--- config.mk ---
export PLATFORM = sky130hd
export DESIGN_NAME = sorted_list_priority_queue_top
export DESIGN_NICKNAME = d
export VERILOG_FILES = /design/src/rtl/core/slpq_pkg.sv /design/src/rtl/core/slpq_cell.sv /design/src/rtl/core/sorted_list_priority_queue_top.sv
export SDC_FILE = /design/constraint.sdc
export NUM_CORES = 2
export LEC_CHECK = 0
export BUFFER_PORTS_ARGS = -buffer_cell sky130_fd_sc_hd__buf_4
export CORE_UTILIZATION = 60
export CTS_CLUSTER_SIZE = 14
export DETAILED_ROUTE_END_ITERATION = 10
export PLACE_DENSITY = 0.82
export SYNTH_ARGS = -nofsm -noshare
export SYNTH_HDL_FRONTEND = slang
export SYNTH_SLANG_ARGS = --single-unit
--- constraint.sdc ---
create_clock -name clk -period 11.52 [get_ports clk]
set_input_delay 1.152 -clock clk [delete_from_list [all_inputs] [get_ports clk]]
set_output_delay 1.152 -clock clk [all_outputs]
set_load 0.02 [all_outputs]
--- src/rtl/core/slpq_pkg.sv ---
// ----------------------------------------------------------------------------
// slpq_pkg
// Shared types and codes for the sorted list priority queue.
// ----------------------------------------------------------------------------
package slpq_pkg;

  localparam int KEY_W   = 32;
  localparam int COUNT_W = 5;

  // Request action codes
  localparam logic [1:0] ACT_INSERT = 2'd0;
  localparam logic [1:0] ACT_REMOVE = 2'd1;
  localparam logic [1:0] ACT_QUERY  = 2'd2;

  typedef enum logic [1:0] {
    OP_HOLD,
    OP_INSERT,
    OP_REMOVE
  } cell_op_t;

  // Broadcast to every cell of the row
  typedef struct packed {
    cell_op_t                 op;
    logic signed [KEY_W-1:0]  key;
  } cell_cmd_t;

endpackage

--- src/rtl/core/slpq_cell.sv ---
// ----------------------------------------------------------------------------
// slpq_cell
// One slot of the sorted row: compare against the broadcast key and shift.
// ----------------------------------------------------------------------------
module slpq_cell (
  input  logic                                clk,
  input  logic                                rst,
  input  slpq_pkg::cell_cmd_t                 cmd,
  input  logic                                left_keep,
  input  logic signed [slpq_pkg::KEY_W-1:0]   left_value,
  input  logic                                left_valid,
  input  logic signed [slpq_pkg::KEY_W-1:0]   right_value,
  input  logic                                right_valid,
  output logic                                keep,
  output logic signed [slpq_pkg::KEY_W-1:0]   value_q,
  output logic                                valid_q
);

  // Hold when the stored key is not greater than the new one (ties stay ahead)
  assign keep = valid_q && !(cmd.key < value_q);

  always_ff @(posedge clk) begin
    if (rst) begin
      valid_q <= 1'b0;
    end else begin
      case (cmd.op)
        slpq_pkg::OP_INSERT: begin
          if (!keep) begin
            if (left_keep) begin
              valid_q <= 1'b1;
            end else begin
              valid_q <= left_valid;
            end
          end
        end
        slpq_pkg::OP_REMOVE: valid_q <= right_valid;
        default: ;
      endcase
    end
  end

  always_ff @(posedge clk) begin
    case (cmd.op)
      slpq_pkg::OP_INSERT: begin
        if (!keep) begin
          value_q <= left_keep ? cmd.key : left_value;
        end
      end
      slpq_pkg::OP_REMOVE: value_q <= right_value;
      default: ;
    endcase
  end

endmodule

--- src/rtl/core/sorted_list_priority_queue_top.sv ---
// Latency: a result is valid in the cycle after its request is accepted.
// Throughput: one request per cycle while out_ready is high; the row of
//   compare-and-shift cells moves all cells together on insert or remove.
// A new request is taken in the same cycle the pending result is taken.
// Reset: clears the fill count, the cell valid bits and the output valid;
//   stored keys are not cleared.
// ----------------------------------------------------------------------------
// sorted_list_priority_queue_top
// Min priority queue built from a row of sorted cells, ties leave in order.
// ----------------------------------------------------------------------------
module sorted_list_priority_queue_top #(
  parameter int CAPACITY = 16
) (
  input  logic                                clk,
  input  logic                                rst,
  input  logic                                in_valid,
  output logic                                in_ready,
  input  logic [1:0]                          action,
  input  logic signed [slpq_pkg::KEY_W-1:0]   value,
  output logic                                out_valid,
  input  logic                                out_ready,
  output logic signed [slpq_pkg::KEY_W-1:0]   removed_value,
  output logic signed [slpq_pkg::KEY_W-1:0]   min_value,
  output logic [slpq_pkg::COUNT_W-1:0]        count,
  output logic                                empty_res,
  output logic                                overflow,
  output logic                                underflow
);

  localparam int HELD_W = $clog2(CAPACITY + 1);

  logic                                accept;
  logic                                full;
  logic                                is_empty;
  logic [HELD_W-1:0]                   held;
  logic [HELD_W+slpq_pkg::COUNT_W-1:0] held_ext;
  slpq_pkg::cell_cmd_t                 cmd;

  // Per-cell state and the neighbor links of the row
  logic signed [slpq_pkg::KEY_W-1:0]   cell_value [CAPACITY];
  logic                                cell_valid [CAPACITY];
  logic                                cell_keep  [CAPACITY];

  // Take a new request when no result waits, or when it leaves this cycle
  assign in_ready = !out_valid || out_ready;
  assign accept   = in_valid && in_ready;

  assign full     = (held == HELD_W'(CAPACITY));
  assign is_empty = (held == '0);

  // Drop an insert into a full row and a remove from an empty one
  always_comb begin
    cmd.key = value;
    cmd.op  = slpq_pkg::OP_HOLD;
    if (accept) begin
      if (action == slpq_pkg::ACT_INSERT && !full) begin
        cmd.op = slpq_pkg::OP_INSERT;
      end else if (action == slpq_pkg::ACT_REMOVE && !is_empty) begin
        cmd.op = slpq_pkg::OP_REMOVE;
      end
    end
  end

  // Cell 0 sees an always-keeping left side, so it takes the key when it
  // does not keep its own; the last cell pulls an empty slot on remove.
  for (genvar i = 0; i < CAPACITY; i++) begin : g_cell
    logic                              l_keep;
    logic signed [slpq_pkg::KEY_W-1:0] l_value;
    logic                              l_valid;
    logic signed [slpq_pkg::KEY_W-1:0] r_value;
    logic                              r_valid;

    if (i == 0) begin : g_head
      assign l_keep  = 1'b1;
      assign l_value = '0;
      assign l_valid = 1'b0;
    end else begin : g_body
      assign l_keep  = cell_keep[i-1];
      assign l_value = cell_value[i-1];
      assign l_valid = cell_valid[i-1];
    end

    if (i == CAPACITY - 1) begin : g_tail
      assign r_value = '0;
      assign r_valid = 1'b0;
    end else begin : g_link
      assign r_value = cell_value[i+1];
      assign r_valid = cell_valid[i+1];
    end

    slpq_cell u_cell (
      .clk         (clk),
      .rst         (rst),
      .cmd         (cmd),
      .left_keep   (l_keep),
      .left_value  (l_value),
      .left_valid  (l_valid),
      .right_value (r_value),
      .right_valid (r_valid),
      .keep        (cell_keep[i]),
      .value_q     (cell_value[i]),
      .valid_q     (cell_valid[i])
    );
  end

  // Control: fill count and result valid
  always_ff @(posedge clk) begin
    if (rst) begin
      held      <= '0;
      out_valid <= 1'b0;
    end else begin
      if (accept) begin
        out_valid <= 1'b1;
      end else if (out_ready) begin
        out_valid <= 1'b0;
      end
      case (cmd.op)
        slpq_pkg::OP_INSERT: held <= held + HELD_W'(1);
        slpq_pkg::OP_REMOVE: held <= held - HELD_W'(1);
        default: ;
      endcase
    end
  end

  // Result payload captured with the request
  always_ff @(posedge clk) begin
    if (accept) begin
      removed_value <= (cmd.op == slpq_pkg::OP_REMOVE) ? cell_value[0] : '0;
      overflow      <= (action == slpq_pkg::ACT_INSERT) && full;
      underflow     <= (action == slpq_pkg::ACT_REMOVE) && is_empty;
    end
  end

  // The row holds still while a result waits, so read the head directly
  assign min_value = cell_valid[0] ? cell_value[0] : '0;
  assign held_ext  = {{slpq_pkg::COUNT_W{1'b0}}, held};
  assign count     = held_ext[slpq_pkg::COUNT_W-1:0];
  assign empty_res = is_empty;

endmodule

* Word level (Yosys, flattened, before mapping) *
Cells that the tools add are included.

word-level totals
  register bits = 568
  input bits = 38
  output and inout port bits = 74
  word-level logic and storage cells = 237

cells by class
  $add $sub $neg = 2
  $lt $le $gt $ge = 16
  equal/unequal tests = 20
  muxes and demuxes = 101
  reductions and logical operators = 61

operator list
  cell                 count
  $mux 32              32
  $pmux 32 s2          16
  $lt 32x32->1         16
  $mux 1               33
  $ne 2x2->1 const B   16
  $pmux 1 s2           16
  $reduce_and 2->1     16
  $logic_and 1x1->1    21
  $logic_not 1->1      19
  $pmux 5 s2           1
  $mux 2               3
  $add 5x1->5 const B  1
  $eq 5x5->1 const B   1
  $logic_not 5->1      1
  $sub 5x1->5 const B  1
  $eq 2x1->1 const B   2
  $reduce_bool 2->1    2
  $eq 2x2->1 const B   1
  $logic_not 2->1      1
  $logic_or 1x1->1     1

* Longest topological paths before layout *
  depth after elaboration = 9
  depth in mapped cells = 15
  depth with buffers taken out = 11

* Cells and area by module *
A second synthesis with hierarchy kept.

second synthesis, totals
  cell total of the unflattened synthesis = 4,412
  area, all modules = 42,079.1 um^2

modules (own cells, without submodules)
  module                          times used  cells an instance  area an instance (um^2)
  slpq_cell                       16          266                2,513.7
  sorted_list_priority_queue_top  1           156                1,860.5

* Worst setup path after synthesis *
Ideal clock, no wire load.

  kind = input-to-reg
  from = input port value[1] (netlist bit)
  to = register g_cell[3].u_cell.value_q[0] (netlist bit) (enable)
  setup time = 0.432 ns
  data arrival time = 4.599 ns
  path slack = 6.490 ns
  stages = 9
  cell sequence = ha_1 > a2111oi_0 > o31ai_1 > a2111o_1 > a221oi_2 > o21ai_1 > buf_2 > buf_2 > a21oi_1

on the way
  longest elaborated chain between the ends = 5

RTL lines
  item                        RTL line                              source
  from (decl)                 sorted_list_priority_queue_top.sv:19  input logic signed [slpq_pkg::KEY_W-1:0] value,
  $lt 32x32->1                slpq_cell.sv:20                       assign keep = valid_q && !(cmd.key < value_q);
  $logic_not 1->1             slpq_cell.sv:20
  $logic_and 1x1->1           slpq_cell.sv:20
  $ne 2x2->1 (no line)        n/a
  $reduce_and 2->1 (no line)  n/a
  to (signal assigned)        slpq_cell.sv:46                       value_q <= left_keep ? cmd.key : left_value;
  to (signal assigned)        slpq_cell.sv:49                       slpq_pkg::OP_REMOVE: value_q <= right_value;
  to (decl)                   slpq_cell.sv:15                       output logic signed [slpq_pkg::KEY_W-1:0] value_q,

No other way between the ends.
A chain may end at the register's enable or synchronous reset.

* Worst setup path after layout *
  from = register held[1] (netlist: count[1])
  to = register g_cell[6].u_cell.value_q[8] (netlist bit) (data pin)

on the way
  longest elaborated chain between the ends = 8

RTL lines
  item                                      RTL line                               source
  from (decl)                               sorted_list_priority_queue_top.sv:35   logic [HELD_W-1:0] held;
  from (signal assigned)                    sorted_list_priority_queue_top.sv:118  slpq_pkg::OP_INSERT: held <= held + HELD_W'(1);
  from (signal assigned)                    sorted_list_priority_queue_top.sv:119  slpq_pkg::OP_REMOVE: held <= held - HELD_W'(1);
  $logic_not 5->1                           sorted_list_priority_queue_top.sv:49   assign is_empty = (held == '0);
  $logic_not 1->1                           sorted_list_priority_queue_top.sv:58   end else if (action == slpq_pkg::ACT_REMOVE && !is_empty) begin
  $logic_and 1x1->1                         sorted_list_priority_queue_top.sv:58
  $mux 2                                    sorted_list_priority_queue_top.sv:58
  $mux 2 *                                  sorted_list_priority_queue_top.sv:56   if (action == slpq_pkg::ACT_INSERT && !full) begin
  $mux 2 *                                  sorted_list_priority_queue_top.sv:55   if (accept) begin
  $eq 2x2->1 or $eq 2x1->1 (tied branches)  slpq_cell.sv:43                        case (cmd.op)
  $pmux 32 s2 *                             slpq_cell.sv:43
  to (signal assigned)                      slpq_cell.sv:46
  to (signal assigned)                      slpq_cell.sv:49
  to (decl)                                 slpq_cell.sv:15

Every way passes the cells marked *; elsewhere a longest branch is shown, timed or not.

==> run summary <==
Status = complete, no violations
Setup TNS = 0 ns
Crit. End Element = register
EDFF count, synth = 546
Final WL = 113,000 um
Maximum fanout along the worst path = 95
Antenna violations before repair = 2
Hold Vio Cnt, Final = 0
Worst Path Arrival = 5.22 ns
Crit path kind = reg2reg
Slew headroom = 22.4%
GRT Resource Usage Total = 33.0%
Layout cells sized above 1 = 7.33%
Synth Cell Area = 39,800 um2
CTS buffer count = 61
Largest cells by area after synthesis = edfxtp_1 41%, ha_1 16%, nand3_1 5.7%
Power Internal = 0.00379 W
Die area = 67,400 um2
Predominant post-synthesis flop cell = edfxtp_1
Final ANT Viol Nets = 0
Vias = 33,800
Flops & latches, synth = 568
CTS Hold Buffers Added = 0
RSZ-0062 raised after global routing = no
Clock root cell = clkbuf_16
Global-route wire length before repair = 176,000 um
Min Clock Period, post-route = 4.77 ns
CTS Buffer Depth = 3
Syn Area/Cell = 9.66 um2
Max Fclk = 210 MHz
Fin area = 43,200 um2
Top-area cell type share of the netlist area = 41.2%
Sw Share = 26.9%
Post-Route Skew = 0.0285 ns
Avg Vias per Cell = 6.81
Final setup viols = 0
Placed inst area = 41,200 um2
Worst EP required = 11.97 ns
H-tree lvl count = 2
Power share of the combinational group = 14.2%
Post-synthesis sequential area ratio = 42.3%
Hold crit path type = reg2reg
Async SR Flop Fraction = 0%
Type of origin of the critical path = register
Netlist cell types = 60
Warnings, synthesis = 0
Hpwl dp = 79,900 um
Later-pin clock latency in the skew report = 0.65 ns
Largest net degree at the start of global routing = 240
Post-synthesis cell type with the largest combined area = edfxtp_1
Number of global-route vias before repair = 31,600
PostCTS Resize Cnt = 0
Clock Sinks = 568
Clk pwr share = 39.2%
Die W = 260 um
Initial core utilization = 60.6%
Core area = 65,700 um2
Ports = 112
Share of power burned in registers = 46.6%
Die height = 260 um
Slew Limit Fails = 0
WL/cell = 22.8 um
Peak supply drop = 0.109 mV
TritonRoute pass-1 iters = 7
Clock slew at reported path FFs = 0.06 ns
Measured slew at the worst slew-check pin = 1.16 ns
Tcrit/Tclk final = 41.4%
Nets = 4,579
CTS tree = done
I/O Buffers = 111
Initial DRC count = 4,558
Syn Nets = 4,663
Placer's final routability congestion estimate = 0.896
Postcts setup bufs = 0
DRC viols = 0
Rows = 94
MaxCap Viol Count = 0
Leakage power = 17.9 nW
Gr ovfl total = 0
Cell count after synthesis = 4,125
Area added between synthesis and finish = 8.42%
Psw = 0.00139 W
Pwr dens = 120 nW/um2
cell usage after synthesis (35+ instances only):
master	instances
nand2_1	461
nand4_1	72
nor2_1	121
a21o_1	96
buf_2	57
inv_1	515
and2_1	35
nand3_1	454
o311ai_1	149
o221ai_1	157
clkbuf_1	192
mux2i_1	44
edfxtp_1	546
a21oi_1	180
o21ai_0	115
o311ai_0	114
ha_1	499
buf_1	41
power by group through the flow:
stage,combinational (W),clock [W],sequential (W)
after global routing,0.000807,0.00209,0.00242
after global placement,0.000683,0,0.00245
after detailed placement,0.000714,0,0.00246
after floorplan,0.000456,0,0.00245
final,0.000734,0.00203,0.00242
after CTS,0.000722,0.00203,0.00241
layout make-up:
class,count,area (um2)
antenna,2,5.00
fill,4933,22600
inverter,516,1940
clock buffer,75,1600
multi-input combinational,2747,20200
clock inverter,39,402
tap,864,1080
sequential,568,16800
timing repair buffer,147,1130
path summary, 6_finish.rpt:
| kind | from | endpoint | slack (ns) | cells after the start |
|---|---|---|---|---|
| max | count[1] | g_cell[6].u_cell.value_q[8] | 6.75 | 8 |
| min | g_cell[10].u_cell.valid_q | g_cell[10].u_cell.valid_q | 0.52 | 2 |
| max reg2reg | count[1] | g_cell[6].u_cell.value_q[8] | 6.75 | 8 |
| min reg2reg | g_cell[10].u_cell.valid_q | g_cell[10].u_cell.valid_q | 0.52 | 2 |
through the flow:
stage | utilization, % | instances | setup slack, ns | total power, W | hold WS [ns]
3_5_place_dp | 62.6 | 4842 | 6.32 | 0.00317 | 0.506
6_report | 65.7 | 4958 | 6.75 | 0.00518 | 0.522
5_1_grt | 65.7 | 4958 | 6.52 | 0.00532 | 0.571
4_1_cts | 65.7 | 4956 | 6.85 | 0.00516 | 0.516
2_1_floorplan | - | 4125 | 6.49 | 0.00290 | 0.471
3_3_place_gp | 62.6 | 4842 | 6.38 | 0.00314 | 0.496
cells by family after synthesis:
logic type      Yosys count  synth area share, %
simple gates           1210                 14.0
compound gates          987                 18.9
buf+inv                 810                 7.89
flops                   568                 42.3
fa+ha+maj               500                 15.7
mux                      46                 1.17
xor+xnor                  4               0.0880
critical path: stages, from the launching register on:
cell,delay [ns]
dfxtp_1,0.36
or4_1,0.67
nor2_1,0.18
or3_4,0.33
buf_4,0.65
buf_4,0.65
buf_4,0.87
nand2_1,0.45
o221ai_1,0.31
sequential cells by signal, indices dropped and copies added, names as in the netlist:
| signal | count |
|---|---|
| count | 5 |
| underflow | 1 |
| g_cell.u_cell.valid_q | 16 |
| out_valid | 1 |
| g_cell.u_cell.value_q | 512 |
| removed_value | 32 |
| overflow | 1 |
layer usage:
metal	track usage, %	part of all wire (%)	routed length (um)
met1	46.2	40	45000
met2	50.8	45	50500
met3	4.88	11	12000
met4	15.1	4.7	5360
met5	0	0	0
layout by cell type (no fill, tap or decap), drive strengths merged, types with 96 or more instances in the layout:
cell / instances
edfxtp: 546
inv: 517
ha: 499
nand2: 461
nand3: 454
o311ai: 283
a21oi: 180
o221ai: 157
buf: 147
nor2: 121
o21ai: 120
a21o: 96
(Power assumes the default switching activity.)
